===== config.mk =====
export PLATFORM = sky130hd
export DESIGN_NAME = nns_scale
export DESIGN_NICKNAME = d
export VERILOG_FILES = /design/src/hdl/nearest_neighbor_scaler_rgb565_to_bgr222_top_macros.svh /design/src/hdl/nns_pkg.sv /design/src/hdl/nns_scale.sv
export SDC_FILE = /design/constraint.sdc
export NUM_CORES = 1
export LEC_CHECK = 0
export BUFFER_PORTS_ARGS = -buffer_cell sky130_fd_sc_hd__clkbuf_2
export CAP_MARGIN = 0
export CORE_ASPECT_RATIO = 0.8
export CORE_MARGIN = 8
export CORE_UTILIZATION = 50
export CTS_BUF_LIST = sky130_fd_sc_hd__clkbuf_4 sky130_fd_sc_hd__clkbuf_8
export CTS_CLUSTER_DIAMETER = 60
export DETAILED_ROUTE_END_ITERATION = 10
export PLACE_DENSITY = 0.7
export SYNTH_ARGS = -nofsm -noshare
export SYNTH_HDL_FRONTEND = slang
export SYNTH_SLANG_ARGS = --single-unit

===== constraint.sdc =====
create_clock -name clock -period 5.5 [get_ports clock]
set_clock_uncertainty 0.15 [all_clocks]
set_input_delay 0.55 -clock clock [delete_from_list [all_inputs] [get_ports clock]]
set_output_delay 0.55 -clock clock [all_outputs]
set_load 0.005 [all_outputs]

===== src/hdl/nearest_neighbor_scaler_rgb565_to_bgr222_top_macros.svh =====
// Assertion macros shared by the scaler's top level.
`ifndef NEAREST_NEIGHBOR_SCALER_RGB565_TO_BGR222_TOP_MACROS_SVH
`define NEAREST_NEIGHBOR_SCALER_RGB565_TO_BGR222_TOP_MACROS_SVH
`ifndef SYNTHESIS
// Condition in the same cycle implies the consequent.
`define NNS_ASSERT_SAME(label, cond, cons) \
   label: assert property (@(posedge clock) disable iff (reset) (cond) |-> (cons)) \
      else $error("scaler assertion failed");
// Condition implies the consequent in the next cycle.
`define NNS_ASSERT_NEXT(label, cond, cons) \
   label: assert property (@(posedge clock) disable iff (reset) (cond) |=> (cons)) \
      else $error("scaler assertion failed");
`else
`define NNS_ASSERT_SAME(label, cond, cons)
`define NNS_ASSERT_NEXT(label, cond, cons)
`endif
`endif


===== src/hdl/nns_pkg.sv =====
// Shared types and constants of the nearest-neighbor scaler.
package nns_pkg;

   // Field and internal widths fixed by the item format.
   localparam int WIDTH_W  = 9;
   localparam int HEIGHT_W = 8;
   localparam int PIXEL_W  = 16;
   localparam int DX_W     = 8;
   localparam int DY_W     = 7;
   localparam int COLOR_W  = 6;
   localparam int SCALE_W  = 17;
   localparam int COL_W    = 17;
   localparam int ROW_W    = 16;
   localparam int COUNT_W  = 17;
   localparam int CSR_IDX_W  = 1;
   localparam int CSR_DATA_W = 9;

   // Reset geometry.
   localparam logic [WIDTH_W-1:0]  RESET_WIDTH  = 9'd160;
   localparam logic [HEIGHT_W-1:0] RESET_HEIGHT = 8'd120;

   // Configuration register indexes.
   localparam logic [CSR_IDX_W-1:0] REG_SRC_WIDTH  = 1'b0;
   localparam logic [CSR_IDX_W-1:0] REG_SRC_HEIGHT = 1'b1;

   // Item operations.
   typedef enum logic {
      OP_LOAD = 1'b0,
      OP_READ = 1'b1
   } op_type;

   // Geometry and scale factors derived from the configuration.
   typedef struct packed {
      logic [WIDTH_W-1:0]  width;
      logic [HEIGHT_W-1:0] height;
      logic [SCALE_W-1:0]  sx;
      logic [SCALE_W-1:0]  sy;
      logic [COUNT_W-1:0]  total;
      logic                ok;
      logic                busy;
   } geom_type;

   // One classified item on its way from the front to the back.
   typedef struct packed {
      op_type              op;
      logic                frame_start;
      logic [COLOR_W-1:0]  color;
      logic                pre_ok;
      logic [COUNT_W-1:0]  idx;
   } cmd_type;

endpackage


===== src/hdl/nns_scale.sv =====
// Configuration registers and the 9.8 scale factors, found by reciprocal multiplication.
module nns_scale #(
   parameter int MAX_SRC_WIDTH  = 320,
   parameter int MAX_SRC_HEIGHT = 240,
   parameter int DST_WIDTH      = 160,
   parameter int DST_HEIGHT     = 120
) (
   input  logic                              clock,
   input  logic                              reset,
   input  logic                              csr_write_enable,
   input  logic [nns_pkg::CSR_IDX_W-1:0]     csr_index,
   input  logic [nns_pkg::CSR_DATA_W-1:0]    csr_write_data,
   output nns_pkg::geom_type                 geom
);

   // A divide by the destination size is a multiply by its reciprocal rounded up.
   // Shifting by the numerator width plus the divisor's bit length keeps the
   // quotient exact for every numerator below 2**SCALE_W.
   localparam int SHIFT_X  = nns_pkg::SCALE_W + $clog2(DST_WIDTH);
   localparam int SHIFT_Y  = nns_pkg::SCALE_W + $clog2(DST_HEIGHT);
   localparam int RECIP_W  = nns_pkg::SCALE_W + 1;
   localparam int PROD_X_W = SHIFT_X + nns_pkg::SCALE_W + 1;
   localparam int PROD_Y_W = SHIFT_Y + nns_pkg::SCALE_W + 1;
   localparam logic [RECIP_W-1:0] RECIP_X =
      RECIP_W'(((64'd1 << SHIFT_X) + 64'(DST_WIDTH) - 64'd1) / 64'(DST_WIDTH));
   localparam logic [RECIP_W-1:0] RECIP_Y =
      RECIP_W'(((64'd1 << SHIFT_Y) + 64'(DST_HEIGHT) - 64'd1) / 64'(DST_HEIGHT));
   localparam logic [10:0] MAX_W_L = 11'(MAX_SRC_WIDTH);
   localparam logic [10:0] MAX_H_L = 11'(MAX_SRC_HEIGHT);

   logic [nns_pkg::WIDTH_W-1:0]  width_ff, width_in;
   logic [nns_pkg::HEIGHT_W-1:0] height_ff, height_in;
   logic [nns_pkg::COUNT_W-1:0]  total_ff, total_in;
   logic                         ok_ff, ok_in;
   logic                         start_ff, start_in;
   logic [nns_pkg::SCALE_W-1:0]  sx_ff, sx_in, sy_ff, sy_in;
   logic [nns_pkg::SCALE_W-1:0]  num_x, num_y;
   logic [PROD_X_W-1:0]          prod_x;
   logic [PROD_Y_W-1:0]          prod_y;

   // Register writes; each write leaves the scale factors stale until they are recomputed.
   always_comb begin
      width_in  = width_ff;
      height_in = height_ff;
      start_in  = 1'b0;
      if (csr_write_enable) begin
         start_in = 1'b1;
         unique case (csr_index)
            nns_pkg::REG_SRC_WIDTH: begin
               width_in = csr_write_data;
            end
            nns_pkg::REG_SRC_HEIGHT: begin
               height_in = csr_write_data[nns_pkg::HEIGHT_W-1:0];
            end
            default: begin
               width_in = width_ff;
            end
         endcase
      end
   end

   // Frame size and geometry check, registered.
   assign total_in = nns_pkg::COUNT_W'(width_ff) * nns_pkg::COUNT_W'(height_ff);
   assign ok_in = (width_ff != '0) && ({2'b00, width_ff} <= MAX_W_L) &&
                  (height_ff != '0) && ({3'b000, height_ff} <= MAX_H_L);

   // Scale factors: source size times 256, divided by the destination size.
   assign num_x  = {width_ff, 8'h00};
   assign num_y  = {1'b0, height_ff, 8'h00};
   assign prod_x = PROD_X_W'(num_x) * PROD_X_W'(RECIP_X);
   assign prod_y = PROD_Y_W'(num_y) * PROD_Y_W'(RECIP_Y);
   assign sx_in  = prod_x[SHIFT_X +: nns_pkg::SCALE_W];
   assign sy_in  = prod_y[SHIFT_Y +: nns_pkg::SCALE_W];

   // Control registers.
   always_ff @(posedge clock) begin
      if (reset) begin
         width_ff  <= nns_pkg::RESET_WIDTH;
         height_ff <= nns_pkg::RESET_HEIGHT;
         start_ff  <= 1'b1;
      end else begin
         width_ff  <= width_in;
         height_ff <= height_in;
         start_ff  <= start_in;
      end
   end

   // Datapath registers.
   always_ff @(posedge clock) begin
      total_ff <= total_in;
      ok_ff    <= ok_in;
      sx_ff    <= sx_in;
      sy_ff    <= sy_in;
   end

   assign geom.width  = width_ff;
   assign geom.height = height_ff;
   assign geom.sx     = sx_ff;
   assign geom.sy     = sy_ff;
   assign geom.total  = total_ff;
   assign geom.ok     = ok_ff;
   assign geom.busy   = start_ff;

endmodule


==> impl_metrics.ini <==
[run_status]
status = completed

[global_routing]
grt_use_met1 = 0.2589
track_usage = 0.1880
met3_usage = 0.03620
overflow = 0
grt_max_degree = 21
use_met2 = 0.2974
first_global_vias = 5337
antenna_found_initial = 0
gr-max-usage-layer = met2
grt_first_pass_wirelength_um = 25920

[die]
core_sq_um = 12820
num_rows = 37
start_util = 0.5118
io_pins = 83
die_w_um = 144.1
die_y_um = 118.5
fp.dieArea_sq_um = 17070

[synthesis]
synth_top_family_by_area = adder cells
synth_seq_area_share = 0.1708
synth-edff-count = 0
yosysUniqueCellTypes = 53
synth_compound_area_frac = 0.1037
synth_xor_xnor_area_share = 0.02936
synth_area_sq_um = 6563
synthArstFlopShare = 0
muxShareOfSynthArea = 0
synth_area_per_cell_sq_um = 9.027
synthAdderAreaFrac = 0.4690
syn_inst = 727
synth-seq-cells = 56
synth_ff_type = dfxtp_1
yosys_warnings = 0
synthSimpleGateAreaFrac = 0.1230

[timing]
rsz0062_at_grt = false
hold_viol_final = 0
post-route-period-util = 0.9055
worst_slew_pin_slew_ns = 0.7085
relSlewSlack = 0.5267
period_needed_ns = 4.980
fmax_mhz = 200.8
slew_viol_final = 0
final-setup-viol-count = 0
fin_tns_setup_ns = 0

[detailed_routing]
viasPerCell = 5.141
drc_errors = 0
vias = 5002
wl_per_cell_um = 15.46
drt_iter0_drc = 267
drt-total-wl_um = 15050
antenna_left = 0
first_pass_iters = 4

[clock_network]
clock_path_buffers = 2
cts_resized = 0
cts_hold_buf = 0
cts_tree = yes
root_buffer = clkbuf_8
h-tree-depth = 2
clkTransAtPathRegs_ns = 0.12
postCtsSetupBuffers = 0
worstSkewPairLatency_ns = 0.35
clock_sinks = 56
numCtsBuffers = 5

[cells_and_area]
regArea_sq_um = 1121
fillCellCount = 1188
finalNetCount = 1014
diodes = 0
multiInputGateArea_sq_um = 4811
area_growth_syn_to_layout_pct = 9.094
postLayoutCellArea_sq_um = 7159
drive_gt1_frac = 0.1153

[setup_path]
end_kind = flop
required_ns = 5.63
cp_max_fo = 8
critPathKind = reg -> reg
startpoint_type = flop
rrSetupSlack_ns = 0.52
worstPathArrival_ns = 5.11

[pwr]
leakagePower_nw = 3.934
p_total_mw = 1.830
powerDensity_nw_per_um2 = 255.5
vdd_drop_max_v = 0.0001691

[min_path]
hold_path_class = in -> reg

[place]
io_buffers = 68
place_area_sq_um = 7062
dp.final_hpwl_um = 12640
gp_congestion = 0.8953

[job]
drv_cap = 0
## cells in the mapped netlist (3+ instances only)
cell type	instances	area [sq um]
ha_1	134	1677
inv_1	130	488.0
nor2_1	71	266.5
fa_1	70	1401
dfxtp_1	56	1121
nand2_1	50	187.7
a21oi_1	34	170.2
buf_4	19	142.6
and2_1	15	93.84
xnor2_1	14	122.6
nand3_1	11	55.05
o21ai_0	10	50.05
a21o_1	9	67.56
o21ai_1	9	45.04
o21a_1	8	60.06
xor2_1	8	70.07
a211o_1	7	61.31
nor3_1	7	35.03
and3_1	6	37.54
clkbuf_1	6	22.52
nor2b_1	6	37.54
clkinv_1	5	18.77
nand2b_1	3	18.77
o211a_1	3	30.03
o21bai_1	3	22.52
## per-stage QoR
| stage | cells | util | setup slack [ns] | hold WS, ns |
|---|---|---|---|---|
| 2_1_floorplan | 740 | - | 0.9073 | 0.3560 |
| 3_5_place_dp | 965 | 0.5507 | 0.5270 | 0.4565 |
| 6_report | 973 | 0.5583 | 0.5198 | 0.2630 |
| 4_1_cts | 973 | 0.5583 | 0.5123 | 0.2419 |
| 5_1_grt | 973 | 0.5583 | 0.2385 | 0.2421 |
| 3_3_place_gp | 965 | 0.5507 | 0.6447 | 0.4412 |
## layer usage
metal  share of wire  vias to the layer above
met5               0                        -
met4           0.011                        0
met3           0.057                       10
met2            0.44                      121
met1            0.49                     2417
li1                -                     2454
## critical path, stage by stage, from the launching register on
cell,delay (ns)
dfxtp_1,0.54
clkinv_1,0.34
nor2_1,0.23
fa_1,0.44
inv_1,0.08
fa_1,0.43
fa_1,0.51
fa_1,0.54
inv_1,0.04
ha_1,0.32
o21a_1,0.19
o21a_1,0.16
o41a_1,0.13
o21a_1,0.20
o21a_1,0.19
o41ai_2,0.25
xnor2_1,0.15
## state kept, by name (all words and copies together) (netlist names)
name       count
height_ff      8
ok_ff          1
start_ff       1
sx_ff         10
sy_ff         10
total_ff      17
width_ff       9
## cell usage in the layout, fill, tap and decap left out, types with 2 or more instances in the layout
| master | synthesis | final |
|---|---|---|
| ha_1 | 134 | 134 |
| inv_1 | 130 | 130 |
| nor2_1 | 71 | 71 |
| fa_1 | 70 | 70 |
| clkbuf_2 | 0 | 68 |
| dfxtp_1 | 56 | 56 |
| nand2_1 | 50 | 50 |
| a21oi_1 | 34 | 34 |
| and2_1 | 15 | 15 |
| xnor2_1 | 14 | 14 |
| conb_1 | 1 | 14 |
| nand3_1 | 11 | 11 |
| o21ai_0 | 10 | 10 |
| o21ai_1 | 9 | 9 |
| a21o_1 | 9 | 9 |
| o21a_1 | 8 | 8 |
| xor2_1 | 8 | 8 |
| buf_4 | 19 | 8 |
| a211o_1 | 7 | 7 |
| nor3_1 | 7 | 7 |
| and3_1 | 6 | 6 |
| nor2b_1 | 6 | 6 |
| clkinv_1 | 5 | 5 |
| clkbuf_8 | 0 | 5 |
| o21bai_1 | 3 | 3 |
| o211a_1 | 3 | 3 |
| nand2b_1 | 3 | 3 |
| nand3b_1 | 2 | 2 |
| o211ai_1 | 2 | 2 |
| a21boi_1 | 2 | 2 |
| or2_2 | 2 | 2 |
| a31oi_1 | 2 | 2 |
| inv_6 | 0 | 2 |
## power by group
group	internal [mW]	switching [mW]	leakage, nW
sequential	0.509	0.0355	0.465
combinational	0.451	0.565	3.42
clock	0.0969	0.172	0.0511
## kinds of logic after synthesis
kind of cell             Yosys count
adder cells (fa/ha/maj)          204
AND/OR/NAND/NOR                  179
buffers and inverters            162
AO/OA/AOI/OAI                    103
flip-flops                        56
XOR/XNOR                          22
other                              1
## final timing paths
| check | cells past startpoint | start | end |
|---|---|---|---|
| hold reg to reg | 2 | width_ff[4] | width_ff[4] |
| setup / recovery | 16 | width_ff[4] | total_ff[14] |
| setup reg to reg | 16 | width_ff[4] | total_ff[14] |
| hold / removal | 3 | csr_write_data[8] | width_ff[8] |
## area by class of cell
cell class                      instances  share of cell area
Clock inverter                          3            0.004020
Clock buffer                            5            0.009612
Timing Repair Buffer                   76             0.05592
Inverter                              136             0.07130
Multi-Input combinational cell        522              0.6720
Sequential cell                        56              0.1566
Tap cell                              175             0.03058
Note: power is estimated with default switching activity, not from simulation.
