<file path="config.mk">
export PLATFORM = sky130hd
export DESIGN_NAME = nns_front
export DESIGN_NICKNAME = d
export VERILOG_FILES = /design/src/hdl/nearest_neighbor_scaler_rgb565_to_bgr222_top_macros.svh /design/src/hdl/nns_pkg.sv /design/src/hdl/nns_front.sv
export SDC_FILE = /design/constraint.sdc
export NUM_CORES = 1
export LEC_CHECK = 0
export BUFFER_PORTS_ARGS = -buffer_cell sky130_fd_sc_hd__buf_2
export CAP_MARGIN = 10
export CORE_MARGIN = 3
export CORE_UTILIZATION = 56
export DETAILED_ROUTE_END_ITERATION = 8
export GPL_TIMING_DRIVEN = 1
export PLACE_DENSITY = 0.85
export SYNTH_ARGS = -nofsm -noshare
export SYNTH_HDL_FRONTEND = slang
export SYNTH_SLANG_ARGS = --single-unit
</file>
<file path="constraint.sdc">
create_clock -name clock -period 6.03 [get_ports clock]
set_input_delay 1.206 -clock clock [delete_from_list [all_inputs] [get_ports clock]]
set_output_delay 1.206 -clock clock [all_outputs]
set_load 0.005 [all_outputs]
</file>
<file path="src/hdl/nearest_neighbor_scaler_rgb565_to_bgr222_top_macros.svh">
// Assertion macros shared by the scaler's top level.
`ifndef NEAREST_NEIGHBOR_SCALER_RGB565_TO_BGR222_TOP_MACROS_SVH
`define NEAREST_NEIGHBOR_SCALER_RGB565_TO_BGR222_TOP_MACROS_SVH
`ifndef SYNTHESIS
// Condition in the same cycle implies the consequent.
`define NNS_ASSERT_SAME(label, cond, cons) \
   label: assert property (@(posedge clock) disable iff (reset) (cond) |-> (cons)) \
      else $error("scaler assertion failed");
// Condition implies the consequent in the next cycle.
`define NNS_ASSERT_NEXT(label, cond, cons) \
   label: assert property (@(posedge clock) disable iff (reset) (cond) |=> (cons)) \
      else $error("scaler assertion failed");
`else
`define NNS_ASSERT_SAME(label, cond, cons)
`define NNS_ASSERT_NEXT(label, cond, cons)
`endif
`endif

</file>
<file path="src/hdl/nns_pkg.sv">
// Shared types and constants of the nearest-neighbor scaler.
package nns_pkg;

   // Field and internal widths fixed by the item format.
   localparam int WIDTH_W  = 9;
   localparam int HEIGHT_W = 8;
   localparam int PIXEL_W  = 16;
   localparam int DX_W     = 8;
   localparam int DY_W     = 7;
   localparam int COLOR_W  = 6;
   localparam int SCALE_W  = 17;
   localparam int COL_W    = 17;
   localparam int ROW_W    = 16;
   localparam int COUNT_W  = 17;
   localparam int CSR_IDX_W  = 1;
   localparam int CSR_DATA_W = 9;

   // Reset geometry.
   localparam logic [WIDTH_W-1:0]  RESET_WIDTH  = 9'd160;
   localparam logic [HEIGHT_W-1:0] RESET_HEIGHT = 8'd120;

   // Configuration register indexes.
   localparam logic [CSR_IDX_W-1:0] REG_SRC_WIDTH  = 1'b0;
   localparam logic [CSR_IDX_W-1:0] REG_SRC_HEIGHT = 1'b1;

   // Item operations.
   typedef enum logic {
      OP_LOAD = 1'b0,
      OP_READ = 1'b1
   } op_type;

   // Geometry and scale factors derived from the configuration.
   typedef struct packed {
      logic [WIDTH_W-1:0]  width;
      logic [HEIGHT_W-1:0] height;
      logic [SCALE_W-1:0]  sx;
      logic [SCALE_W-1:0]  sy;
      logic [COUNT_W-1:0]  total;
      logic                ok;
      logic                busy;
   } geom_type;

   // One classified item on its way from the front to the back.
   typedef struct packed {
      op_type              op;
      logic                frame_start;
      logic [COLOR_W-1:0]  color;
      logic                pre_ok;
      logic [COUNT_W-1:0]  idx;
   } cmd_type;

endpackage

</file>
<file path="src/hdl/nns_front.sv">
// Front end: accepts items, converts colors and maps read coordinates to a raster index.
module nns_front #(
   parameter int DST_WIDTH  = 160,
   parameter int DST_HEIGHT = 120
) (
   input  logic                           clock,
   input  logic                           reset,
   input  logic                           req_valid,
   output logic                           req_stall,
   input  logic                           req_operation,
   input  logic                           req_frame_start,
   input  logic [nns_pkg::PIXEL_W-1:0]    req_pixel_rgb565,
   input  logic [nns_pkg::DX_W-1:0]       req_dest_x,
   input  logic [nns_pkg::DY_W-1:0]       req_dest_y,
   input  nns_pkg::geom_type              geom,
   input  logic                           q_full,
   output logic                           push,
   output nns_pkg::cmd_type               push_cmd
);

   localparam logic [9:0] DST_W_L = 10'(DST_WIDTH);
   localparam logic [8:0] DST_H_L = 9'(DST_HEIGHT);
   localparam int PX_W = nns_pkg::DX_W + nns_pkg::SCALE_W;
   localparam int PY_W = nns_pkg::DY_W + nns_pkg::SCALE_W;

   logic                         advance;
   logic                         accept;
   logic [PX_W-1:0]              prod_x;
   logic [PY_W-1:0]              prod_y;

   // Stage 1: mapped column and row.
   logic                         s1_valid_ff, s1_valid_in;
   nns_pkg::op_type              s1_op_ff;
   logic                         s1_fs_ff;
   logic [nns_pkg::COLOR_W-1:0]  s1_color_ff;
   logic                         s1_ok_ff;
   logic [nns_pkg::COL_W-1:0]    s1_col_ff;
   logic [nns_pkg::ROW_W-1:0]    s1_row_ff;

   // Stage 2: raster index and range check.
   logic                         s2_valid_ff, s2_valid_in;
   nns_pkg::cmd_type             s2_cmd_ff, s2_cmd_in;

   // RGB565 to 2-2-2 blue/green/red: top two bits of each channel.
   function automatic logic [nns_pkg::COLOR_W-1:0] to_bgr222(
      input logic [nns_pkg::PIXEL_W-1:0] pix
   );
      return {pix[4:3], pix[10:9], pix[15:14]};
   endfunction

   // The whole front moves together unless its last item cannot enter the queue.
   assign advance   = !s2_valid_ff || !q_full;
   assign req_stall = !advance || geom.busy;
   assign accept    = req_valid && !req_stall;
   assign push      = s2_valid_ff && !q_full;
   assign push_cmd  = s2_cmd_ff;

   assign prod_x = PX_W'(req_dest_x) * PX_W'(geom.sx);
   assign prod_y = PY_W'(req_dest_y) * PY_W'(geom.sy);

   assign s1_valid_in = advance ? accept : s1_valid_ff;
   assign s2_valid_in = advance ? s1_valid_ff : s2_valid_ff;

   // Index of the source pixel and the bounds check against the source size.
   always_comb begin
      s2_cmd_in.op          = s1_op_ff;
      s2_cmd_in.frame_start = s1_fs_ff;
      s2_cmd_in.color       = s1_color_ff;
      s2_cmd_in.pre_ok      = s1_ok_ff &&
                              (s1_col_ff < nns_pkg::COL_W'(geom.width)) &&
                              (s1_row_ff < nns_pkg::ROW_W'(geom.height));
      s2_cmd_in.idx         = nns_pkg::COUNT_W'(s1_row_ff[nns_pkg::HEIGHT_W-1:0]) *
                              nns_pkg::COUNT_W'(geom.width) +
                              nns_pkg::COUNT_W'(s1_col_ff[nns_pkg::WIDTH_W-1:0]);
   end

   // Valid bits.
   always_ff @(posedge clock) begin
      if (reset) begin
         s1_valid_ff <= 1'b0;
         s2_valid_ff <= 1'b0;
      end else begin
         s1_valid_ff <= s1_valid_in;
         s2_valid_ff <= s2_valid_in;
      end
   end

   // Payload registers.
   always_ff @(posedge clock) begin
      if (advance) begin
         s1_op_ff    <= nns_pkg::op_type'(req_operation);
         s1_fs_ff    <= req_frame_start;
         s1_color_ff <= to_bgr222(req_pixel_rgb565);
         s1_ok_ff    <= geom.ok && ({2'b00, req_dest_x} < DST_W_L) &&
                        ({2'b00, req_dest_y} < DST_H_L);
         s1_col_ff   <= prod_x[PX_W-1:8];
         s1_row_ff   <= prod_y[PY_W-1:8];
         s2_cmd_ff   <= s2_cmd_in;
      end
   end

endmodule

</file>
==> results of run 1 <==
[critical path, stage by stage]
cell      delay [ps]
buf_2            280
nand2_1          130
fa_1             550
inv_1             60
fa_1             480
fa_1             490
inv_1             50
fa_1             470
inv_1             40
ha_1             330
a21oi_1          240
o221ai_1         160
a221o_1          370
a31o_2           250
o221ai_4         190
o21bai_1         110
xor2_1           150
[flip-flops by register name, indices dropped and copies added (netlist names)]
register     cells
s2_valid_ff      1
s1_valid_ff      1
s1_row_ff       16
s1_color_ff      6
s1_col_ff       17
s1_ok_ff         1
s1_op_ff         1
push_cmd        26
s1_fs_ff         1
[worst min-delay path by stage]
stage | from | endpoint | slack, ps | cells after the start
global placement | s1_color_ff[5] | push_cmd[23] | 400 | 0
CTS | s1_fs_ff | push_cmd[24] | 420 | 0
detailed placement | s1_op_ff | push_cmd[25] | 410 | 0
floorplan | s1_color_ff[0] | push_cmd[18] | 400 | 0
finish | s1_fs_ff | push_cmd[24] | 420 | 0
global route | s1_op_ff | push_cmd[25] | 430 | 0
[layout by cell type (no fill, tap or decap), types with 2 or more instances in the layout]
| cell | n |
|---|---|
| edfxtp_1 | 68 |
| a211oi_1 | 5 |
| o21a_1 | 10 |
| nor3_1 | 6 |
| inv_1 | 281 |
| a31oi_1 | 6 |
| fa_1 | 213 |
| nand3_1 | 11 |
| and2_1 | 220 |
| nor2b_1 | 6 |
| a211o_1 | 2 |
| xnor2_1 | 25 |
| nor4_1 | 4 |
| clkbuf_16 | 9 |
| a221o_1 | 3 |
| nand4_1 | 6 |
| o21bai_1 | 6 |
| o211ai_1 | 4 |
| o221ai_1 | 2 |
| and3_1 | 5 |
| inv_6 | 2 |
| xor2_1 | 18 |
| nand2_1 | 128 |
| a221oi_1 | 2 |
| o2111ai_1 | 3 |
| nor2_1 | 24 |
| o21ai_0 | 21 |
| buf_4 | 2 |
| a21o_1 | 17 |
| buf_2 | 107 |
| a21oi_1 | 37 |
| a21boi_0 | 2 |
| ha_1 | 134 |
| a41oi_1 | 3 |
| nand2b_1 | 4 |
| dfxtp_1 | 2 |
[layer usage]
metal | share of wire, % | track usage (%)
met1 | 42 | 28.7
met2 | 51 | 39.1
met3 | 5.0 | 2.88
met4 | 1.7 | 5.17
met5 | 0 | 0
[cell families after synthesis]
| logic type | Yosys count | synth area share (%) |
|---|---|---|
| AOI/OAI and AO/OA | 134 | 7.15 |
| DFF | 70 | 16.4 |
| xor gates and xnor gates | 43 | 2.96 |
| and+or+nand+nor | 421 | 17.6 |
| buffers and inverters | 312 | 9.20 |
| adders and majority gates | 347 | 46.7 |
[cells in the mapped netlist (all sizes together), types with 11 or more instances]
cell type  number
a21o           17
a21oi          37
and2          220
clkbuf         31
edfxtp         68
fa            213
ha            134
inv           281
nand2         129
nand3          11
nor2           24
o21ai          22
xnor2          25
xor2           18
[area by class of cell]
class	instances	area (um^2)	share of cell area, %
Sequential cell	70	2080	15.1
Inverter	281	1050	7.64
Clock buffer	10	229	1.66
Multi-Input combinational cell	945	9470	68.6
Clock inverter	6	68.8	0.498
Timing Repair Buffer	109	551	3.99
Tap cell	280	350	2.54
[metrics by stage]
step	setup slack, ps	utilization [%]
after floorplan	539	-
after global placement	280	61.2
after detailed placement	221	61.2
after CTS	569	62.5
after global routing	293	62.5
final	562	62.5
==> flow_metrics.tcl, run 1 <==
set metrics [dict create \
    hp-class "flip-flop to flip-flop" \
    ctsHoldBuffers 0 \
    syn_area_mm2 0.0127 \
    hold_viol_final 0 \
    synth.distinct_cells 50 \
    final_area_mm2 0.0138 \
    dpl_cell_area_mm2 0.0135 \
    grt_max_degree 70 \
    via_per_inst 5.35 \
    cts_sinks 70 \
    die_w_um 157 \
    setup_viol 0 \
    synth_top_area_cell "fa_1" \
    stdcell_count 1701 \
    required_ps 6110 \
    placed_cells 1685 \
    rrSetupSlack_ps 1240 \
    maxSlewViolCount 0 \
    drv_cap 0 \
    grt-ovfl-total 0 \
    tightest_slew_ps 826 \
    outcome "complete, no violations" \
    slew_headroom_pct 44.9 \
    cp-startpoint "req_dest_x[2]" \
    dp_hpwl_um 20700 \
    antenna_found_initial 0 \
    path_max_fanout 17 \
    drive_gt1_share_pct 9.22 \
    root_buffer "clkbuf_16" \
    ctsHtreeMaxLevel 3 \
    nets 1870 \
    rsz0062_at_grt "false" \
    gp_congestion 0.897 \
    critical_path_class "input pin to flip-flop" \
    start_util_pct 57.6 \
    r2r_cells 15 \
    period_minus_slack_ps 5470 \
    synthFlopType "edfxtp_1" \
    reg2reg_to "push_cmd[16]" \
    fmax_mhz 183 \
    ant_nets 0 \
    cts_resized 0 \
    clk_path_buf_depth 2 \
    grt_pass1_wl_um 44700 \
    grt_pass1_vias 9862 \
    syn-instance-count 1327 \
    portBuffers 107 \
    grt_util_all_layers_pct 22.0 \
    whs_ps 415 \
    yosys_warnings 0 \
    async_flop_share_pct 0 \
    start_kind "input pin" \
    cts_setup_buffers 0 \
    finalSetupTns_ps 0 \
    drt_iter0_drc 328 \
    dieArea_mm2 0.0246 \
    rows 54 \
    cp.arrival_ps 5550 \
    vias 9107 \
    wire_per_inst_um 14.8 \
    clk_pin_slew_ps 60 \
    layout_worst_path_cycle_share_pct 90.7 \
    endpoint_kind "flip-flop" \
    ios 135 \
    crit_end "s1_col_ff[15]" \
    clk_latency_ps 340 \
    cts-buffers-inserted 9 \
    fill_cells 1771 \
    syn_nets 1781 \
    drt-pass1-iter-count 4 \
    fp.dieH_um 157 \
    area_growth_pct 8.53 \
    syn_avg_cell_area_um2 9.59 \
    cts_tree "done" \
    synthTopCellsByArea "fa_1 (34%), edfxtp_1 (16%), ha_1 (13%)" \
    drc_errors 0 \
    yosysSeqAreaShare_pct 16.4 \
    diodes 0 \
    synth.top_cell.area_share_pct 33.5 \
    finClkSkew_ps 8.79 \
    fp.coreArea_mm2 0.0221 \
    synth-seq-cells 70 \
    worstReg2RegStart "s1_row_ff[7]" \
    routed_wl_um 25200 \
    synth_edf_count 68 \
]
Power of run 1 is left out: the tool's default activity adds up to more than one toggle a clock period on the data nets, which glitch-free logic cannot reach.
==> run 2: changes to the inputs <==
--- a/config.mk
+++ b/config.mk
@@ -5,7 +5,7 @@
 export SDC_FILE = /design/constraint.sdc
 export NUM_CORES = 1
 export LEC_CHECK = 0
-export BUFFER_PORTS_ARGS = -buffer_cell sky130_fd_sc_hd__buf_2
+export BUFFER_PORTS_ARGS = -buffer_cell sky130_fd_sc_hd__buf_4
 export CAP_MARGIN = 10
 export CORE_MARGIN = 3
 export CORE_UTILIZATION = 56
==> run 2 against run 1 <==
  * Clock-buffer cell count unchanged
  * Worst hold slack better by 6.5 ps
  * Clock skew is 2.0 ps lower
  * Core utilization grew 1.3 points
  * Die area stayed put
  * Via count increased by 0.59%
  * Critical endpoint unchanged
  * Largest cell class unchanged
  * Highest routed layer unchanged
==> flow_metrics.tcl, run 2 (synthesis gave the netlist of run 1 again) <==
set metrics [dict create \
    ctsHoldBuffers 0 \
    whs_ps 422 \
    drv_cap 0 \
    rsz0062_at_grt "false" \
    wire_per_inst_um 15.1 \
    ctsHtreeMaxLevel 3 \
    drt-pass1-iter-count 5 \
    start_kind "input pin" \
    via_per_inst 5.39 \
    cp_slowest_stage_delay_ps 540 \
    rows 54 \
    finClkSkew_ps 6.78 \
    layout_commonest_cell "inv_1" \
    vias 9161 \
    fp.coreArea_mm2 0.0221 \
    fill_cells 1752 \
    cts_tree "done" \
    maxSlewViolCount 0 \
    layout_common_cells "inv_1 (281), and2_1 (220), fa_1 (213)" \
    area_growth_pct 10.7 \
    clk_path_buf_depth 2 \
    setup_viol 0 \
    endpoint_kind "flip-flop" \
    finalSetupTns_ps 0 \
    crit_chain "buf_4 > and2_1 > fa_1 > inv_1 > fa_1 > inv_1 > fa_1 > inv_1 > fa_1 > inv_1 > ha_1 > nand2_1 > nor2_1 > a221o_1 > a31o_2 > o221ai_4 > o21bai_1 > xor2_1" \
    dieArea_mm2 0.0246 \
    drive_gt1_share_pct 9.15 \
    crit_slowest_cell "fa_1" \
    outcome "complete, no violations" \
    ant_nets 0 \
    start_util_pct 57.6 \
    hold_viol_final 0 \
    layout_worst_path_cycle_share_pct 90.5 \
    die_w_um 157 \
    drt_iter0_drc 372 \
    drc_errors 0 \
    cts_resized 0 \
    required_ps 6100 \
    tightest_slew_ps 823 \
    path_buf_inv 5 \
    critical_path_class "input pin to flip-flop" \
    cp.arrival_ps 5530 \
    clk_latency_ps 330 \
    cts_sinks 70 \
    grt_pass1_vias 9759 \
    clk_pin_slew_ps 60 \
    period_minus_slack_ps 5460 \
    slew_headroom_pct 45.2 \
    cts-buffers-inserted 9 \
    cts_setup_buffers 0 \
    antenna_found_initial 0 \
    routed_wl_um 25700 \
    grt_max_degree 70 \
    portBuffers 107 \
    fmax_mhz 183 \
    gp_congestion 0.880 \
    grt-ovfl-total 0 \
    nets 1869 \
    hp-class "flip-flop to flip-flop" \
    place_ws_ps 236 \
    fin_ws_ps 572 \
    ios 135 \
    crit_family "adder cells" \
    largest_reg_flops 26 \
    diodes 0 \
    path_max_fanout 18 \
    grt_pass1_wl_um 45000 \
    fp.dieH_um 157 \
    grt_util_all_layers_pct 22.1 \
    dp_hpwl_um 21100 \
    root_buffer "clkbuf_16" \
]
-- run 2: cell count changes in the layout (fill, tap and decap cells not counted), sizes merged --
cell	delta
buf	-1
bufinv	+1
clkinv	+1
inv	-2
-- run 2: metrics by stage --
step | utilization, % | cell area, um^2 | instances
final | 63.8 | 14100 | 1700
after global routing | 63.8 | 14100 | 1700
after CTS | 63.8 | 14100 | 1700
after detailed placement | 62.3 | 13800 | 1684
after global placement | 62.3 | 13800 | 1684
after floorplan | - | 12700 | 1327
-- run 2: worst paths after layout --
path / from / end / slack (ps) / cells past startpoint
setup / recovery: req_dest_x[7] / s1_col_ff[15] / 570 / 18
hold / removal: s1_color_ff[3] / push_cmd[21] / 420 / 0
hold reg to reg: s1_color_ff[3] / push_cmd[21] / 420 / 0
setup reg to reg: s1_row_ff[7] / push_cmd[16] / 1200 / 15
-- run 2: area by class of cell --
| class | instances | area [um^2] | area share (%) |
|---|---|---|---|
| multi-input combinational | 945 | 9470 | 67.3 |
| sequential | 70 | 2080 | 14.8 |
| inverter | 281 | 1050 | 7.49 |
| timing repair buffer | 108 | 811 | 5.76 |
| tap | 280 | 350 | 2.49 |
| clock buffer | 10 | 229 | 1.63 |
| clock inverter | 6 | 86.3 | 0.613 |
-- run 2: metal layers --
layer	part of all wire (%)	wire (um)	global-route usage (%)	vias to the layer above
met4	1.5	380	4.88	0
met3	5.2	1330	2.96	40
li1	-	-	-	4316
met2	52	13300	38.8	260
met5	0	0	0	-
met1	41	10600	29.3	4545
-- run 2: worst reg2reg max path: stages, from the launching register on --
cell      delay, ps
edfxtp_1        600
nand2_1         150
fa_1            560
inv_1            60
fa_1            500
fa_1            560
inv_1            60
fa_1            530
inv_1            50
ha_1            340
and2_1          170
a221oi_1        360
a31oi_1         180
a21o_1          210
a21oi_1         160
xnor2_1          90
Power of run 2 is left out for the same reason.
==> run 3: changes to the inputs <==
--- a/config.mk
+++ b/config.mk
@@ -8,10 +8,11 @@
 export BUFFER_PORTS_ARGS = -buffer_cell sky130_fd_sc_hd__buf_4
 export CAP_MARGIN = 10
 export CORE_MARGIN = 3
-export CORE_UTILIZATION = 56
+export CORE_UTILIZATION = 63
+export CTS_BUF_LIST = sky130_fd_sc_hd__clkbuf_4
 export DETAILED_ROUTE_END_ITERATION = 8
 export GPL_TIMING_DRIVEN = 1
-export PLACE_DENSITY = 0.85
+export PLACE_DENSITY = 0.93
 export SYNTH_ARGS = -nofsm -noshare
 export SYNTH_HDL_FRONTEND = slang
 export SYNTH_SLANG_ARGS = --single-unit
==> run 3 against run 2 <==
  * Critical path depth shrank 2
  * Critical endpoint is now s1_col_ff[8]
  * Highest routed layer unchanged
  * First-iteration DRC count up 47%
  * Sequential share of layout area up 0.21 points
==> flow_metrics.tcl, run 3 (synthesis gave the netlist of run 1 again) <==
set metrics [dict create \
    drv_cap 0 \
    grt.busiest_layer "met2" \
    layout_worst_path_cycle_share_pct 90.0 \
    finalSetupTns_ps 0 \
    cts-buffers-inserted 9 \
    ant_nets 0 \
    grt_max_degree 70 \
    cp_slowest_stage_delay_ps 530 \
    start_util_pct 64.7 \
    start_kind "input pin" \
    endpoint_kind "flip-flop" \
    drive_gt1_share_pct 9.08 \
    rsz0062_at_grt "false" \
    path_common_cell "fa_1" \
    largest_reg_flops 26 \
    cts_sinks 70 \
    gr-usage-met1_pct 31.4 \
    dieArea_mm2 0.0219 \
    portBuffers 107 \
    worstReg2RegStart "s1_row_ff[0]" \
    grt_pass1_wl_um 46200 \
    ios 135 \
    rrSetupSlack_ps 1150 \
    hold_end "push_cmd[20]" \
    outcome "complete, no violations" \
    hp-start "s1_color_ff[2]" \
    drt_iter0_drc 548 \
    grt_util_all_layers_pct 25.2 \
    rows 51 \
    hold_viol_final 0 \
    reg2reg_to "push_cmd[15]" \
    grt_pass1_vias 10300 \
    ctsHoldBuffers 0 \
    grt-ovfl-total 0 \
    crit_chain "buf_4 > and2_1 > fa_1 > fa_1 > fa_1 > inv_1 > fa_1 > inv_1 > ha_1 > and2_1 > o2111ai_1 > o211ai_1 > a21oi_1 > o21ai_0 > a21oi_1 > xnor2_1" \
    nets 1869 \
    cts_setup_buffers 0 \
    via_per_inst 5.55 \
    drc_errors 0 \
    fp.dieH_um 148 \
    required_ps 6190 \
    finClkSkew_ps 22.6 \
    gp_congestion 0.896 \
    clk_pin_slew_ps 100 \
    r2r_cells 16 \
    clk_latency_ps 420 \
    drt-pass1-iter-count 7 \
    slew_headroom_pct 44.3 \
    path_buf_inv 3 \
    maxSlewViolCount 0 \
    fp.coreArea_mm2 0.0197 \
    crit_slowest_cell "fa_1" \
    fmax_mhz 184 \
    tightest_slew_ps 835 \
    vias 9361 \
    routed_wl_um 26200 \
    cp.arrival_ps 5590 \
    period_minus_slack_ps 5430 \
    cts_resized 0 \
    clk_path_buf_depth 2 \
    antenna_found_initial 0 \
    path_max_fanout 17 \
    hold_depth 0 \
    root_buffer "clkbuf_4" \
    crit_family "adder cells" \
    hp-class "flip-flop to flip-flop" \
    area_growth_pct 9.17 \
    setup_viol 0 \
    grt_use_met3_pct 2.93 \
    dp_hpwl_um 21600 \
    wire_per_inst_um 15.5 \
    die_w_um 148 \
    layout_common_cells "inv_1 (281), and2_1 (220), fa_1 (213)" \
    use_met2_pct 46.5 \
    layout_commonest_cell "inv_1" \
    critical_path_class "input pin to flip-flop" \
    ctsHtreeMaxLevel 3 \
    cts_tree "done" \
]
## run 3: how the worst max path moves through the flow
| stage | to | startpoint | slack (ps) | cells after the start |
|---|---|---|---|---|
| 6_report | s1_col_ff[8] | req_dest_x[2] | 600 | 16 |
| 3_5_place_dp | s1_col_ff[8] | req_dest_x[2] | 240 | 16 |
| 3_3_place_gp | s1_col_ff[15] | req_dest_x[7] | 330 | 18 |
| 4_1_cts | s1_col_ff[8] | req_dest_x[2] | 680 | 16 |
| 5_1_grt | s1_col_ff[8] | req_dest_x[2] | 400 | 16 |
| 2_1_floorplan | s1_col_ff[15] | req_dest_x[2] | 540 | 17 |
## run 3: layer usage
metal / vias to the layer above / part of all wire (%)
met5: - / 0
met4: 0 / 2.2
met3: 67 / 5.4
met2: 330 / 53
met1: 4650 / 40
li1: 4314 / -
## run 3: stage by stage
| step | setup slack (ps) | util, % | instance area (um^2) | hold slack (ps) | cells |
|---|---|---|---|---|---|
| global placement | 332 | 70.0 | 13800 | 400 | 1669 |
| detailed placement | 243 | 70.0 | 13800 | 408 | 1669 |
| finish | 602 | 70.7 | 13900 | 434 | 1686 |
| floorplan | 539 | - | 12700 | 400 | 1327 |
| CTS | 675 | 70.7 | 13900 | 437 | 1685 |
| global route | 396 | 70.7 | 13900 | 441 | 1685 |
## run 3: area by class of cell
type | count | area [um^2]
Fill cell | 1426 | 5760
Clock buffer | 10 | 75.1
Multi-Input combinational cell | 945 | 9470
Inverter | 281 | 1050
Clock inverter | 6 | 61.3
Antenna cell | 1 | 2.50
Tap cell | 265 | 332
Sequential cell | 70 | 2080
Timing Repair Buffer | 108 | 811
Power of run 3 is left out for the same reason.
