==> config.mk <==
export PLATFORM = sky130hd
export DESIGN_NAME = nns_queue
export DESIGN_NICKNAME = d
export VERILOG_FILES = /design/src/hdl/nearest_neighbor_scaler_rgb565_to_bgr222_top_macros.svh /design/src/hdl/nns_pkg.sv /design/src/hdl/nns_queue.sv
export SDC_FILE = /design/constraint.sdc
export NUM_CORES = 1
export LEC_CHECK = 0
export BUFFER_PORTS_ARGS = -buffer_cell sky130_fd_sc_hd__buf_2
export CELL_PAD_IN_SITES_DETAIL_PLACEMENT = 1
export CELL_PAD_IN_SITES_GLOBAL_PLACEMENT = 2
export CORE_ASPECT_RATIO = 1.2
export CORE_MARGIN = 1
export CORE_UTILIZATION = 40
export CTS_CLUSTER_SIZE = 28
export DETAILED_ROUTE_END_ITERATION = 12
export PLACE_DENSITY_LB_ADDON = 0.05
export SYNTH_ARGS = -nofsm -noshare
export SYNTH_HDL_FRONTEND = slang
export SYNTH_SLANG_ARGS = --single-unit
export TNS_END_PERCENT = 50
==> constraint.sdc <==
create_clock -name clock -period 1.6 [get_ports clock]
set_input_delay 0.08 -clock clock [delete_from_list [all_inputs] [get_ports clock]]
set_output_delay 0.08 -clock clock [all_outputs]
set_load 0.01 [all_outputs]
==> src/hdl/nearest_neighbor_scaler_rgb565_to_bgr222_top_macros.svh <==
// Assertion macros shared by the scaler's top level.
`ifndef NEAREST_NEIGHBOR_SCALER_RGB565_TO_BGR222_TOP_MACROS_SVH
`define NEAREST_NEIGHBOR_SCALER_RGB565_TO_BGR222_TOP_MACROS_SVH
`ifndef SYNTHESIS
// Condition in the same cycle implies the consequent.
`define NNS_ASSERT_SAME(label, cond, cons) \
   label: assert property (@(posedge clock) disable iff (reset) (cond) |-> (cons)) \
      else $error("scaler assertion failed");
// Condition implies the consequent in the next cycle.
`define NNS_ASSERT_NEXT(label, cond, cons) \
   label: assert property (@(posedge clock) disable iff (reset) (cond) |=> (cons)) \
      else $error("scaler assertion failed");
`else
`define NNS_ASSERT_SAME(label, cond, cons)
`define NNS_ASSERT_NEXT(label, cond, cons)
`endif
`endif

==> src/hdl/nns_pkg.sv <==
// Shared types and constants of the nearest-neighbor scaler.
package nns_pkg;

   // Field and internal widths fixed by the item format.
   localparam int WIDTH_W  = 9;
   localparam int HEIGHT_W = 8;
   localparam int PIXEL_W  = 16;
   localparam int DX_W     = 8;
   localparam int DY_W     = 7;
   localparam int COLOR_W  = 6;
   localparam int SCALE_W  = 17;
   localparam int COL_W    = 17;
   localparam int ROW_W    = 16;
   localparam int COUNT_W  = 17;
   localparam int CSR_IDX_W  = 1;
   localparam int CSR_DATA_W = 9;

   // Reset geometry.
   localparam logic [WIDTH_W-1:0]  RESET_WIDTH  = 9'd160;
   localparam logic [HEIGHT_W-1:0] RESET_HEIGHT = 8'd120;

   // Configuration register indexes.
   localparam logic [CSR_IDX_W-1:0] REG_SRC_WIDTH  = 1'b0;
   localparam logic [CSR_IDX_W-1:0] REG_SRC_HEIGHT = 1'b1;

   // Item operations.
   typedef enum logic {
      OP_LOAD = 1'b0,
      OP_READ = 1'b1
   } op_type;

   // Geometry and scale factors derived from the configuration.
   typedef struct packed {
      logic [WIDTH_W-1:0]  width;
      logic [HEIGHT_W-1:0] height;
      logic [SCALE_W-1:0]  sx;
      logic [SCALE_W-1:0]  sy;
      logic [COUNT_W-1:0]  total;
      logic                ok;
      logic                busy;
   } geom_type;

   // One classified item on its way from the front to the back.
   typedef struct packed {
      op_type              op;
      logic                frame_start;
      logic [COLOR_W-1:0]  color;
      logic                pre_ok;
      logic [COUNT_W-1:0]  idx;
   } cmd_type;

endpackage

==> src/hdl/nns_queue.sv <==
// Short queue of classified items between the front and the back.
module nns_queue (
   input  logic              clock,
   input  logic              reset,
   input  logic              push,
   input  nns_pkg::cmd_type  push_cmd,
   input  logic              pop,
   output nns_pkg::cmd_type  head_cmd,
   output logic              full,
   output logic              empty
);

   localparam int DEPTH = 4;
   localparam int PTR_W = $clog2(DEPTH);
   localparam logic [PTR_W:0] DEPTH_L = (PTR_W + 1)'(DEPTH);

   nns_pkg::cmd_type   entry_ff [DEPTH];
   logic [PTR_W-1:0]   wr_ptr_ff, wr_ptr_in;
   logic [PTR_W-1:0]   rd_ptr_ff, rd_ptr_in;
   logic [PTR_W:0]     count_ff, count_in;

   assign full     = (count_ff == DEPTH_L);
   assign empty    = (count_ff == '0);
   assign head_cmd = entry_ff[rd_ptr_ff];

   // Pointer and fill count update.
   always_comb begin
      wr_ptr_in = push ? wr_ptr_ff + 1'b1 : wr_ptr_ff;
      rd_ptr_in = pop ? rd_ptr_ff + 1'b1 : rd_ptr_ff;
      count_in  = count_ff;
      if (push && !pop) begin
         count_in = count_ff + 1'b1;
      end else if (pop && !push) begin
         count_in = count_ff - 1'b1;
      end
   end

   always_ff @(posedge clock) begin
      if (reset) begin
         wr_ptr_ff <= '0;
         rd_ptr_ff <= '0;
         count_ff  <= '0;
      end else begin
         wr_ptr_ff <= wr_ptr_in;
         rd_ptr_ff <= rd_ptr_in;
         count_ff  <= count_in;
      end
   end

   // Entry storage.
   always_ff @(posedge clock) begin
      if (push) begin
         entry_ff[wr_ptr_ff] <= push_cmd;
      end
   end

endmodule

==> results.md, run 1 <==
* Post-Syn Area at roughly 4200 sq um
* Clock Latency Late Sink at slightly below 0.4 ns
* Setup ws final at -0.125 ns
* Clock Path Buffers at 2
* Worst Hold Class: input pin to flop
* Layout Skew at approximately 0.0046 ns
* Syn-to-layout area delta at 35.8%
* Net Sw Frac at 0.201
* Initial DRC Count at 85
* Final net count at roughly 330
* Vias per cell at 4.90
* Count of final max-slew check failures at 0
* Reg2reg setup slack at 0.13 ns
* Combinational Power Share at 0.112
* Placer Congestion at 0.613
* Final wirelength at 7880 um
* Maximum VDD drop at 0.842 mV
* Die X-Extent at 95.8 um
* Routed vias at 2107
* Vias in the first global route at approximately 2500
* Hold EP: rd_ptr_ff[1]$_SDFFE_PP0P_
* Critical Path End Type: output port
* FMAX at 0.580 GHz
* Reg2reg path depth at 4
* Core box area at just over 10000 sq um
* ANT nets after route at 0
* Post-synthesis cell count at between 150 and 200
* Post-Syn Nets at about 220
* Max_cap viols at 0
* Root Driver: clkbuf_16
* Worst-margin pin slew at 0.416 ns
* Pwr Density at 1370 nW/um^2
* Io pins at 58
* GR Util All Layers at 0.163
* # rows at 40
* Synth warnings at 0
* Most frequent cells in the layout: edfxtp_1, buf_2, dlygate4sd3_1, mux4_2, buf_6
* Worst-path cell chain: buf_12 > mux4_2 > buf_6
* Post-DP HPWL at 5070 um
* Seq/Total Area, Yosys at 0.782
* Hold Fails Final Rpt at 0
* Clock tree sinks at 113
* TritonCTS clock tree: built
* CP startpoint kind: flop
* Fin crit share at 1.08
* Seq pwr share at 0.439
* WS Path Type: flop to output port
* Hold Path Depth at 4
* Clk pwr share at 0.449
* H-tree depth at 4
* GRT overflow at 0
* Drt drc at 0
* Post-CTS Setup Inserts at 0
* CTS buffer count at 17
* Final worst path period need at 1.72 ns
* Synth unique cells at 23
* Internal at ~6.3 mW
* Worst r2r src: count_ff[0]$_SDFFE_PP0P_
* RSZ-0062 raised after global routing: true
* Largest net degree at the start of global routing at 27
* Hold Slack at 0.107 ns
* Ant. Diodes at 0
* P_leak at between 2 and 2.5 nW
* Setup violations, final at 26
* Slowest cell on the critical path: mux4_2
* Max transition margin at 0.723
* Setup Total Neg Slack at -2.48 ns
* Avg Inst Size Synth at 23.5 sq um
* Hold Crit Start: pop
* IO Port Bufs at 57
* Crit path max fanout at 7
* Clock transition at path regs at 0.05 ns
* Global-route wire length before repair at roughly 12000 um
* Die Y at 115 um
* Initial antenna violation count at 0
* Wire per inst at 18.3 um
* Status: finished with violations
* Drt first pass iters at 4
* Violated checks: setup timing
* Most common cell after layout, fill and taps aside: edfxtp_1
* Initial Utilization at 0.416
* Share of layout cells above drive strength 1 at 0.408
* Reg2reg end: count_ff[2]$_SDFFE_PP0P_
* Sw power at 1.58 mW
* Die area at 11000 sq um
* Slowest stage delay, CP at 0.53 ns
* Crit path DAT at 1.64 ns
* Required time worst endpoint at 1.52 ns
* Synth Register Bits at between 100 and 150
[synthesized netlist by cell type (all sizes together)]
cell	count	share of area
xor2	3	0.0062
a21oi	1	0.0012
fa	1	0.0047
nand2	1	0.00089
dfxtp	9	0.043
nor3b	1	0.0018
ha	5	0.015
mux2i	2	0.0047
and2	4	0.0059
xnor2	2	0.0041
edfxtp	104	0.74
or3	1	0.0015
nor2	7	0.0062
inv	4	0.0036
mux4	26	0.14
o21ai	1	0.0012
buf	5	0.015
clkbuf	2	0.0021
nor3	1	0.0012
[through the flow]
step	utilization	cell area, sq um	total power, mW	worst slack, ns	instances
after global placement	0.466	4730	4.16	0.0971	370
final	0.565	5740	7.88	-0.125	430
after global routing	0.565	5740	8.17	-0.183	430
after CTS	0.550	5590	7.85	-0.168	430
after detailed placement	0.466	4730	4.21	-0.0422	370
after floorplan	-	4230	3.91	0.0175	180
[routing by layer]
metal | share of wire | vias up | track usage
li1 | - | 967 | -
met1 | 0.39 | 1085 | 0.176
met2 | 0.56 | 46 | 0.292
met3 | 0.034 | 9 | 0.0578
met4 | 0.013 | 0 | 0.0597
met5 | 0 | - | 0
[flip-flops by register name, indices dropped and copies added (netlist names), named ones only]
| name | cells |
|---|---|
| entry_ff | 104 |
| count_ff | 3 |
| rd_ptr_ff | 2 |
| wr_ptr_ff | 2 |
[critical path, delay by kind of cell (launching register included)]
kind / cells / cell delay, ns
DFF: 1 / 0.42
muxes: 1 / 0.53
buffers and inverters: 2 / 0.29
[worst max path at each step]
stage                          endpoint                 startpoint  cells after the start
2_1_floorplan  entry_ff[2][0]$_DFFE_PP_  wr_ptr_ff[0]$_SDFFE_PP0P_                      3
3_3_place_gp   count_ff[2]$_SDFFE_PP0P_                        pop                      8
3_5_place_dp   count_ff[2]$_SDFFE_PP0P_                        pop                      8
4_1_cts                    head_cmd[15]                       flop                      3
5_1_grt                     head_cmd[5]                       flop                      3
6_report                   head_cmd[18]                       flop                      3
[repair_timing]
action,CTS,global route
endpoints found under the hold margin,113,0
hold buffers,29,0
endpoints found under the setup margin,52,27
gates resized for setup,8,34
[cell families after synthesis]
kind of cell               share of synthesized area
adders and majority gates                     0.0195
buffers and inverters                         0.0201
DFF                                            0.782
AOI/OAI and AO/OA                            0.00237
xor gates and xnor gates                      0.0104
muxes                                          0.149
and+or+nand+nor                               0.0175
[layout make-up]
type,instances,area [sq um]
Fill cell,896,4420
Clock buffer,22,444
Sequential cell,113,3310
Timing Repair Buffer,100,877
Tap cell,126,158
Multi-Input combinational cell,56,822
Clock inverter,9,115
Inverter,4,15.0
[power groups by stage]
stage / Clock (mW) / Sequential (mW) / Combinational (mW)
after floorplan: 0 / 3.49 / 0.424
after global placement: 0 / 3.49 / 0.666
after CTS: 3.62 / 3.45 / 0.770
after global routing: 3.75 / 3.47 / 0.961
after detailed placement: 0 / 3.51 / 0.700
final: 3.54 / 3.46 / 0.882
No activity file was read; power rests on OpenSTA's default activity.
==> run 2, diff against run 1 <==
--- a/config.mk
+++ b/config.mk
@@ -10,9 +10,10 @@
 export CELL_PAD_IN_SITES_GLOBAL_PLACEMENT = 2
 export CORE_ASPECT_RATIO = 1.2
 export CORE_MARGIN = 1
-export CORE_UTILIZATION = 40
+export CORE_UTILIZATION = 47
 export CTS_CLUSTER_SIZE = 28
 export DETAILED_ROUTE_END_ITERATION = 12
+export HOLD_SLACK_MARGIN = 0.15
 export PLACE_DENSITY_LB_ADDON = 0.05
 export SYNTH_ARGS = -nofsm -noshare
 export SYNTH_HDL_FRONTEND = slang
==> constraint.sdc (replaced) <==
create_clock -name clock -period 2.1 [get_ports clock]
set_input_delay 0.105 -clock clock [delete_from_list [all_inputs] [get_ports clock]]
set_output_delay 0.105 -clock clock [all_outputs]
set_load 0.01 [all_outputs]
==> run 2 against run 1 <==
The flow now finishes without violations. Design area fell by 4.9%. Non-clock buffer count fell by 4. Power fell by 31%.
==> results.md, run 2 (same netlist as run 1, synthesis figures left out) <==
* P_leak at 1.96 nW (was 2.05 nW)
* Non-filler cells, final at 415 (was 430)
* WS Path Type: flop to output port (unchanged)
* Final worst path period need at 1.98 ns
* Crit path max fanout at 12 (was 7)
* Share of layout cells above drive strength 1 at 0.369 (was 0.408)
* Max_cap viols at 0 (unchanged)
* Largest registers: entry_ff: 104 flops, count_ff: 3 flops (unchanged)
* Worst-margin pin slew at 0.758 ns (was 0.416 ns)
* Initial DRC Count at 93 (was 85)
* Power Total at 5.45 mW (was 7.88 mW)
* Clk pwr share at 0.415 (was 0.449)
* H-tree depth at 4 (unchanged)
* Wire per inst at 19.7 um (was 18.3 um)
* Pre-CTS WS at 0.333 ns (was -0.0422 ns)
* CP startpoint kind: flop (unchanged)
* Final wirelength at 8170 um (was 7880 um)
* GR Util All Layers at 0.201 (was 0.163)
* Drt first pass iters at 4 (unchanged)
* ANT nets after route at 0 (unchanged)
* Routed vias at 2124 (was 2107)
* Required time worst endpoint at 2.00 ns (was 1.52 ns)
* Core box area at 8660 sq um (was 10200 sq um)
* Biggest register: entry_ff (unchanged)
* Post-DP HPWL at 5250 um (was 5070 um)
* Ant. Diodes at 0 (unchanged)
* Maximum VDD drop at 0.619 mV (was 0.842 mV)
* FMAX at 0.506 GHz
* Pwr Density at 999 nW/um^2 (was 1370 nW/um^2)
* Vias in the first global route at 2470 (was 2460)
* Clock Path Buffers at 2 (unchanged)
* Sw power at 1.20 mW (was 1.58 mW)
* Final net count at 324 (was 328)
* # rows at 37 (was 40)
* Die area at 9380 sq um (was 11000 sq um)
* Worst Hold Class: input pin to flop (unchanged)
* Vias per cell at 5.12 (was 4.90)
* Internal at 4.25 mW (was 6.29 mW)
* Placement Cell Area at 4680 sq um (was 4730 sq um)
* Fin crit share at 0.942
* Setup ws final at 0.122 ns (was -0.125 ns)
* Max transition margin at 0.495 (was 0.723)
* Setup Total Neg Slack at 0 ns (was -2.48 ns)
* Die Y at 106 um (was 115 um)
* Setup violations, final at 0 (was 26)
* RSZ-0062 raised after global routing: false (was true)
* Clock Latency Late Sink at 0.51 ns (was 0.39 ns)
* Critical Path End Type: output port (unchanged)
* Initial Utilization at 0.488 (was 0.416)
* Io pins at 58 (unchanged)
* Post-Layout Inst Area at 5460 sq um (was 5740 sq um)
* Crit path DAT at 1.87 ns (was 1.64 ns)
* Hold Crit Start: push_cmd[22] (was pop)
* Most common cell after layout, fill and taps aside: edfxtp_1 (unchanged)
* Placer Congestion at 0.703 (was 0.613)
* Hold Fails Final Rpt at 0 (unchanged)
* Syn-to-layout area delta at 29.1% (was 35.8%)
* Count of final max-slew check failures at 0 (unchanged)
* GRT overflow at 0 (unchanged)
* Root Driver: clkbuf_8 (was clkbuf_16)
* Drt drc at 0 (unchanged)
* Initial antenna violation count at 0 (unchanged)
* CTS buffer count at 17 (unchanged)
* Clock transition at path regs at 0.05 ns (about the same)
* Worst r2r src: wr_ptr_ff[0]$_SDFFE_PP0P_ (was count_ff[0]$_SDFFE_PP0P_)
* Largest net degree at the start of global routing at 27 (unchanged)
* Die X-Extent at 88.6 um (was 95.8 um)
* TritonCTS clock tree: built (unchanged)
* Global-route wire length before repair at 12900 um (was 12400 um)
* Seq pwr share at 0.483 (was 0.439)
* IO Port Bufs at 57 (unchanged)
* Max FFs per register at 104 (unchanged)
* Clock tree sinks at 113 (unchanged)
* Net Sw Frac at 0.220 (was 0.201)
* Most frequent cells in the layout: edfxtp_1, buf_2, dlygate4sd3_1, mux4_2, clkbuf_16 (was edfxtp_1, buf_2, dlygate4sd3_1, mux4_2, buf_6)
* Status: complete, no violations (was finished with violations)
* Layout Skew at 0.00979 ns (was 0.00459 ns)
* Combinational Power Share at 0.102 (was 0.112)
* Placed Cells incl. Taps at 356 (was 370)
-- run 2: cell types whose count changed in the layout (fill, tap and decap cells not counted), moves of 4 or more --
cell | previous run | this run
buf_2 | 36 | 57
buf_6 | 21 | 1
clkbuf_1 | 5 | 1
mux4_1 | 0 | 6
mux4_2 | 26 | 20
-- run 2: path summary, 6_finish.rpt --
kind / endpoint / slack (ns) / cells past startpoint
max reg2reg: entry_ff[0][5]$_DFFE_PP_ / 0.36 / 4
max: head_cmd[23] / 0.12 / 3
min reg2reg: count_ff[2]$_SDFFE_PP0P_ / 0.51 / 2
min: entry_ff[1][22]$_DFFE_PP_ / 0.35 / 2
-- run 2: power by group through the flow --
stage,clock (mW),combinational [mW],sequential (mW)
floorplan,0,0.323,2.66
global placement,0,0.493,2.67
detailed placement,0,0.517,2.68
CTS,2.31,0.566,2.64
global route,2.42,0.603,2.65
finish,2.26,0.554,2.64
-- run 2: metal layers --
layer  global-route usage  up-vias  share of wire
li1                     -      959              -
met1                0.231     1088           0.40
met2                0.336       62           0.55
met3               0.0673       15          0.039
met4               0.0922        0          0.018
met5                    0        -              0
-- run 2: cell type report --
| class | count | area [sq um] |
|---|---|---|
| flip-flops and latches | 113 | 3310 |
| fillers | 744 | 3200 |
| multi-input cells | 56 | 838 |
| repair buffers | 96 | 682 |
| clock buffers | 18 | 418 |
| well taps | 117 | 146 |
| clock inverters | 11 | 51.3 |
| inverters | 4 | 15.0 |
-- run 2: what timing repair did --
item,CTS,global route
setup endpoints to repair,12,1
hold buffers,30,0
buffers inserted,0,0
gates resized for setup,1,1
hold endpoints to repair,113,0
-- run 2: metrics by stage --
| step | hold slack [ns] | utilization |
|---|---|---|
| after global routing | 0.334 | 0.630 |
| after detailed placement | 0.325 | 0.541 |
| after CTS | 0.323 | 0.630 |
| after global placement | 0.314 | 0.541 |
| after floorplan | 0.204 | - |
| final | 0.348 | 0.630 |
-- run 2: worst max-delay path, cell delays in order (launching register included) --
cell,delay [ns]
dfxtp_4,0.45
buf_12,0.19
mux4_1,0.57
buf_2,0.16
==> run 3, diff against run 2 <==
--- a/config.mk
+++ b/config.mk
@@ -9,7 +9,7 @@
 export CELL_PAD_IN_SITES_DETAIL_PLACEMENT = 1
 export CELL_PAD_IN_SITES_GLOBAL_PLACEMENT = 2
 export CORE_ASPECT_RATIO = 1.2
-export CORE_MARGIN = 1
+export CORE_MARGIN = 2
 export CORE_UTILIZATION = 47
 export CTS_CLUSTER_SIZE = 28
 export DETAILED_ROUTE_END_ITERATION = 12
==> constraint.sdc (replaced) <==
create_clock -name clock -period 2.1 [get_ports clock]
set_input_delay 0.105 -clock clock [delete_from_list [all_inputs] [get_ports clock]]
set_output_delay 0.105 -clock clock [all_outputs]
set_load 0.005 [all_outputs]
==> run 3 against run 2 <==
First-iteration DRC count up 1.1%. Core utilization increased by 1.2 points. Global-route usage down 0.92 points. Design area increased by 1.8%. Via count is 0.47% higher. Power grew 6.4%. Maximum frequency up 2.4%. Worst hold slack improved by 0.00060 ns. Critical path type unchanged.
==> results.md, run 3 (same netlist as run 1, synthesis figures left out) <==
* Slowest cell on the critical path: mux4_2 (was mux4_1)
* Die area at 9770 sq um (was 9380 sq um)
* Max transition margin at 0.721 (was 0.495)
* Max FFs per register at 104 (unchanged)
* TritonCTS clock tree: built (unchanged)
* Most common cell after layout, fill and taps aside: edfxtp_1 (unchanged)
* Maximum VDD drop at 0.624 mV (was 0.619 mV)
* Status: complete, no violations (unchanged)
* Setup violations, final at 0 (unchanged)
* Layout Skew at 0.00681 ns (was 0.00979 ns)
* Final net count at 328 (was 324)
* Fill count at 745 (was 744)
* Critical Path End Type: output port (unchanged)
* Fin crit share at 0.920 (was 0.942)
* Wire per inst at 20.0 um (was 19.7 um)
* Final worst path period need at 1.93 ns (was 1.98 ns)
* Root Driver: clkbuf_8 (unchanged)
* Post-DP HPWL at 5040 um (was 5250 um)
* GR Util All Layers at 0.192 (was 0.201)
* Hold Fails Final Rpt at 0 (unchanged)
* Clock Latency Late Sink at 0.51 ns (about the same)
* Worst-path cell chain: buf_12 > mux4_2 > buf_2 (was buf_12 > mux4_1 > buf_2)
* Setup Total Neg Slack at 0 ns (unchanged)
* Count of final max-slew check failures at 0 (unchanged)
* ANT nets after route at 0 (unchanged)
* Ant. Diodes at 0 (unchanged)
* # rows at 37 (unchanged)
* CTS buffer count at 17 (unchanged)
* Clock Path Buffers at 2 (unchanged)
* Required time worst endpoint at 2.00 ns (about the same)
* Layout Utilization at 0.642 (was 0.630)
* Syn-to-layout area delta at 31.5% (was 29.1%)
* Largest registers: entry_ff: 104 flops, count_ff: 3 flops (unchanged)
* Crit path DAT at 1.83 ns (was 1.87 ns)
* Vias in the first global route at 2418 (was 2470)
* Clock transition at path regs at 0.06 ns (was 0.05 ns)
* Die Y at 108 um (was 106 um)
* Max_cap viols at 0 (unchanged)
* Placer Congestion at 0.680 (was 0.703)
* Crit path max fanout at 16 (was 12)
* Drt drc at 0 (unchanged)
* Biggest register: entry_ff (unchanged)
* Pwr Density at 1040 nW/um^2 (was 999 nW/um^2)
* H-tree depth at 4 (unchanged)
* Worst-margin pin slew at 0.418 ns (was 0.758 ns)
* Global-route wire length before repair at 13300 um (was 12900 um)
* Core box area at 8660 sq um (unchanged)
* FMAX at 0.517 GHz (was 0.506 GHz)
* IO Port Bufs at 57 (unchanged)
* Initial antenna violation count at 0 (unchanged)
* P_leak at 2.00 nW (was 1.96 nW)
* Clock tree sinks at 113 (unchanged)
* Power Total at 5.80 mW (was 5.45 mW)
* WS Path Type: flop to output port (unchanged)
* Final wirelength at 8430 um (was 8170 um)
* Initial DRC Count at 94 (was 93)
* Die X-Extent at 90.6 um (was 88.6 um)
* Most frequent cells in the layout: edfxtp_1, buf_2, dlygate4sd3_1, mux4_2, clkbuf_16 (unchanged)
* Io pins at 58 (unchanged)
* Slowest stage delay, CP at 0.54 ns (was 0.57 ns)
* CP startpoint kind: flop (unchanged)
* Drt first pass iters at 4 (unchanged)
* GRT overflow at 0 (unchanged)
* Worst Hold Class: input pin to flop (unchanged)
* RSZ-0062 raised after global routing: false (unchanged)
* Initial Utilization at 0.488 (unchanged)
* Share of layout cells above drive strength 1 at 0.403 (was 0.369)
* Routed vias at 2134 (was 2124)
* Largest net degree at the start of global routing at 27 (unchanged)
* Vias per cell at 5.06 (was 5.12)
-- run 3: changes by cell type in the layout (fill, tap and decap cells not counted), moves of 2 or more --
cell / change
clkinv_1: -4
clkinvlp_4: +4
buf_4: +7
bufinv_16: +2
-- run 3: stage by stage --
stage,cell area [sq um],cells,setup slack [ns],hold slack (ns)
2_1_floorplan,4230,180,0.517,0.204
3_3_place_gp,4660,355,0.511,0.314
3_5_place_dp,4660,355,0.478,0.327
4_1_cts,5510,416,0.0344,0.322
5_1_grt,5560,422,0.0989,0.330
6_report,5560,422,0.167,0.349
-- run 3: final timing paths --
check	from	slack, ns	end	cells past startpoint
worst min-delay path	push_cmd[20]	0.35	entry_ff[1][20]$_DFFE_PP_	2
worst min register to register	count_ff[2]$_SDFFE_PP0P_	0.51	count_ff[2]$_SDFFE_PP0P_	2
worst max register to register	count_ff[0]$_SDFFE_PP0P_	0.60	count_ff[2]$_SDFFE_PP0P_	4
worst max-delay path	flop	0.17	head_cmd[18]	3
-- run 3: layout make-up --
| cell class | count | area, sq um | area share |
|---|---|---|---|
| clock buffer | 17 | 414 | 0.0745 |
| inverter | 4 | 15.0 | 0.00270 |
| clock inverter | 15 | 144 | 0.0259 |
| tap | 117 | 146 | 0.0263 |
| multi-input combinational | 56 | 838 | 0.151 |
| timing repair buffer | 100 | 693 | 0.125 |
| sequential | 113 | 3310 | 0.595 |
-- run 3: metal layers --
layer	track usage	routed length [um]	vias to the layer above
met1	0.204	3180	1108
met3	0.0630	301	7
met2	0.346	4860	55
li1	-	-	964
met5	0	0	-
met4	0.0868	85	0
-- run 3: timing repair --
| action | 4_1_cts | 5_1_grt |
|---|---|---|
| hold endpoints to repair | 113 | 0 |
| endpoints found under the setup margin | 16 | 1 |
| setup buffers | 0 | 6 |
| resized for setup | 1 | 0 |
| hold buffers | 29 | 0 |
-- run 3: critical path, delay by kind of cell, from the launching register on --
kind     cells  cell delay [ns]
buf+inv      2             0.35
flops        1             0.42
mux          1             0.54
-- run 3: power breakdown --
part | internal, mW | switching [mW] | total, mW
Clock | 1.67 | 0.971 | 2.64
Combinational | 0.285 | 0.243 | 0.527
Sequential | 2.58 | 0.0497 | 2.63
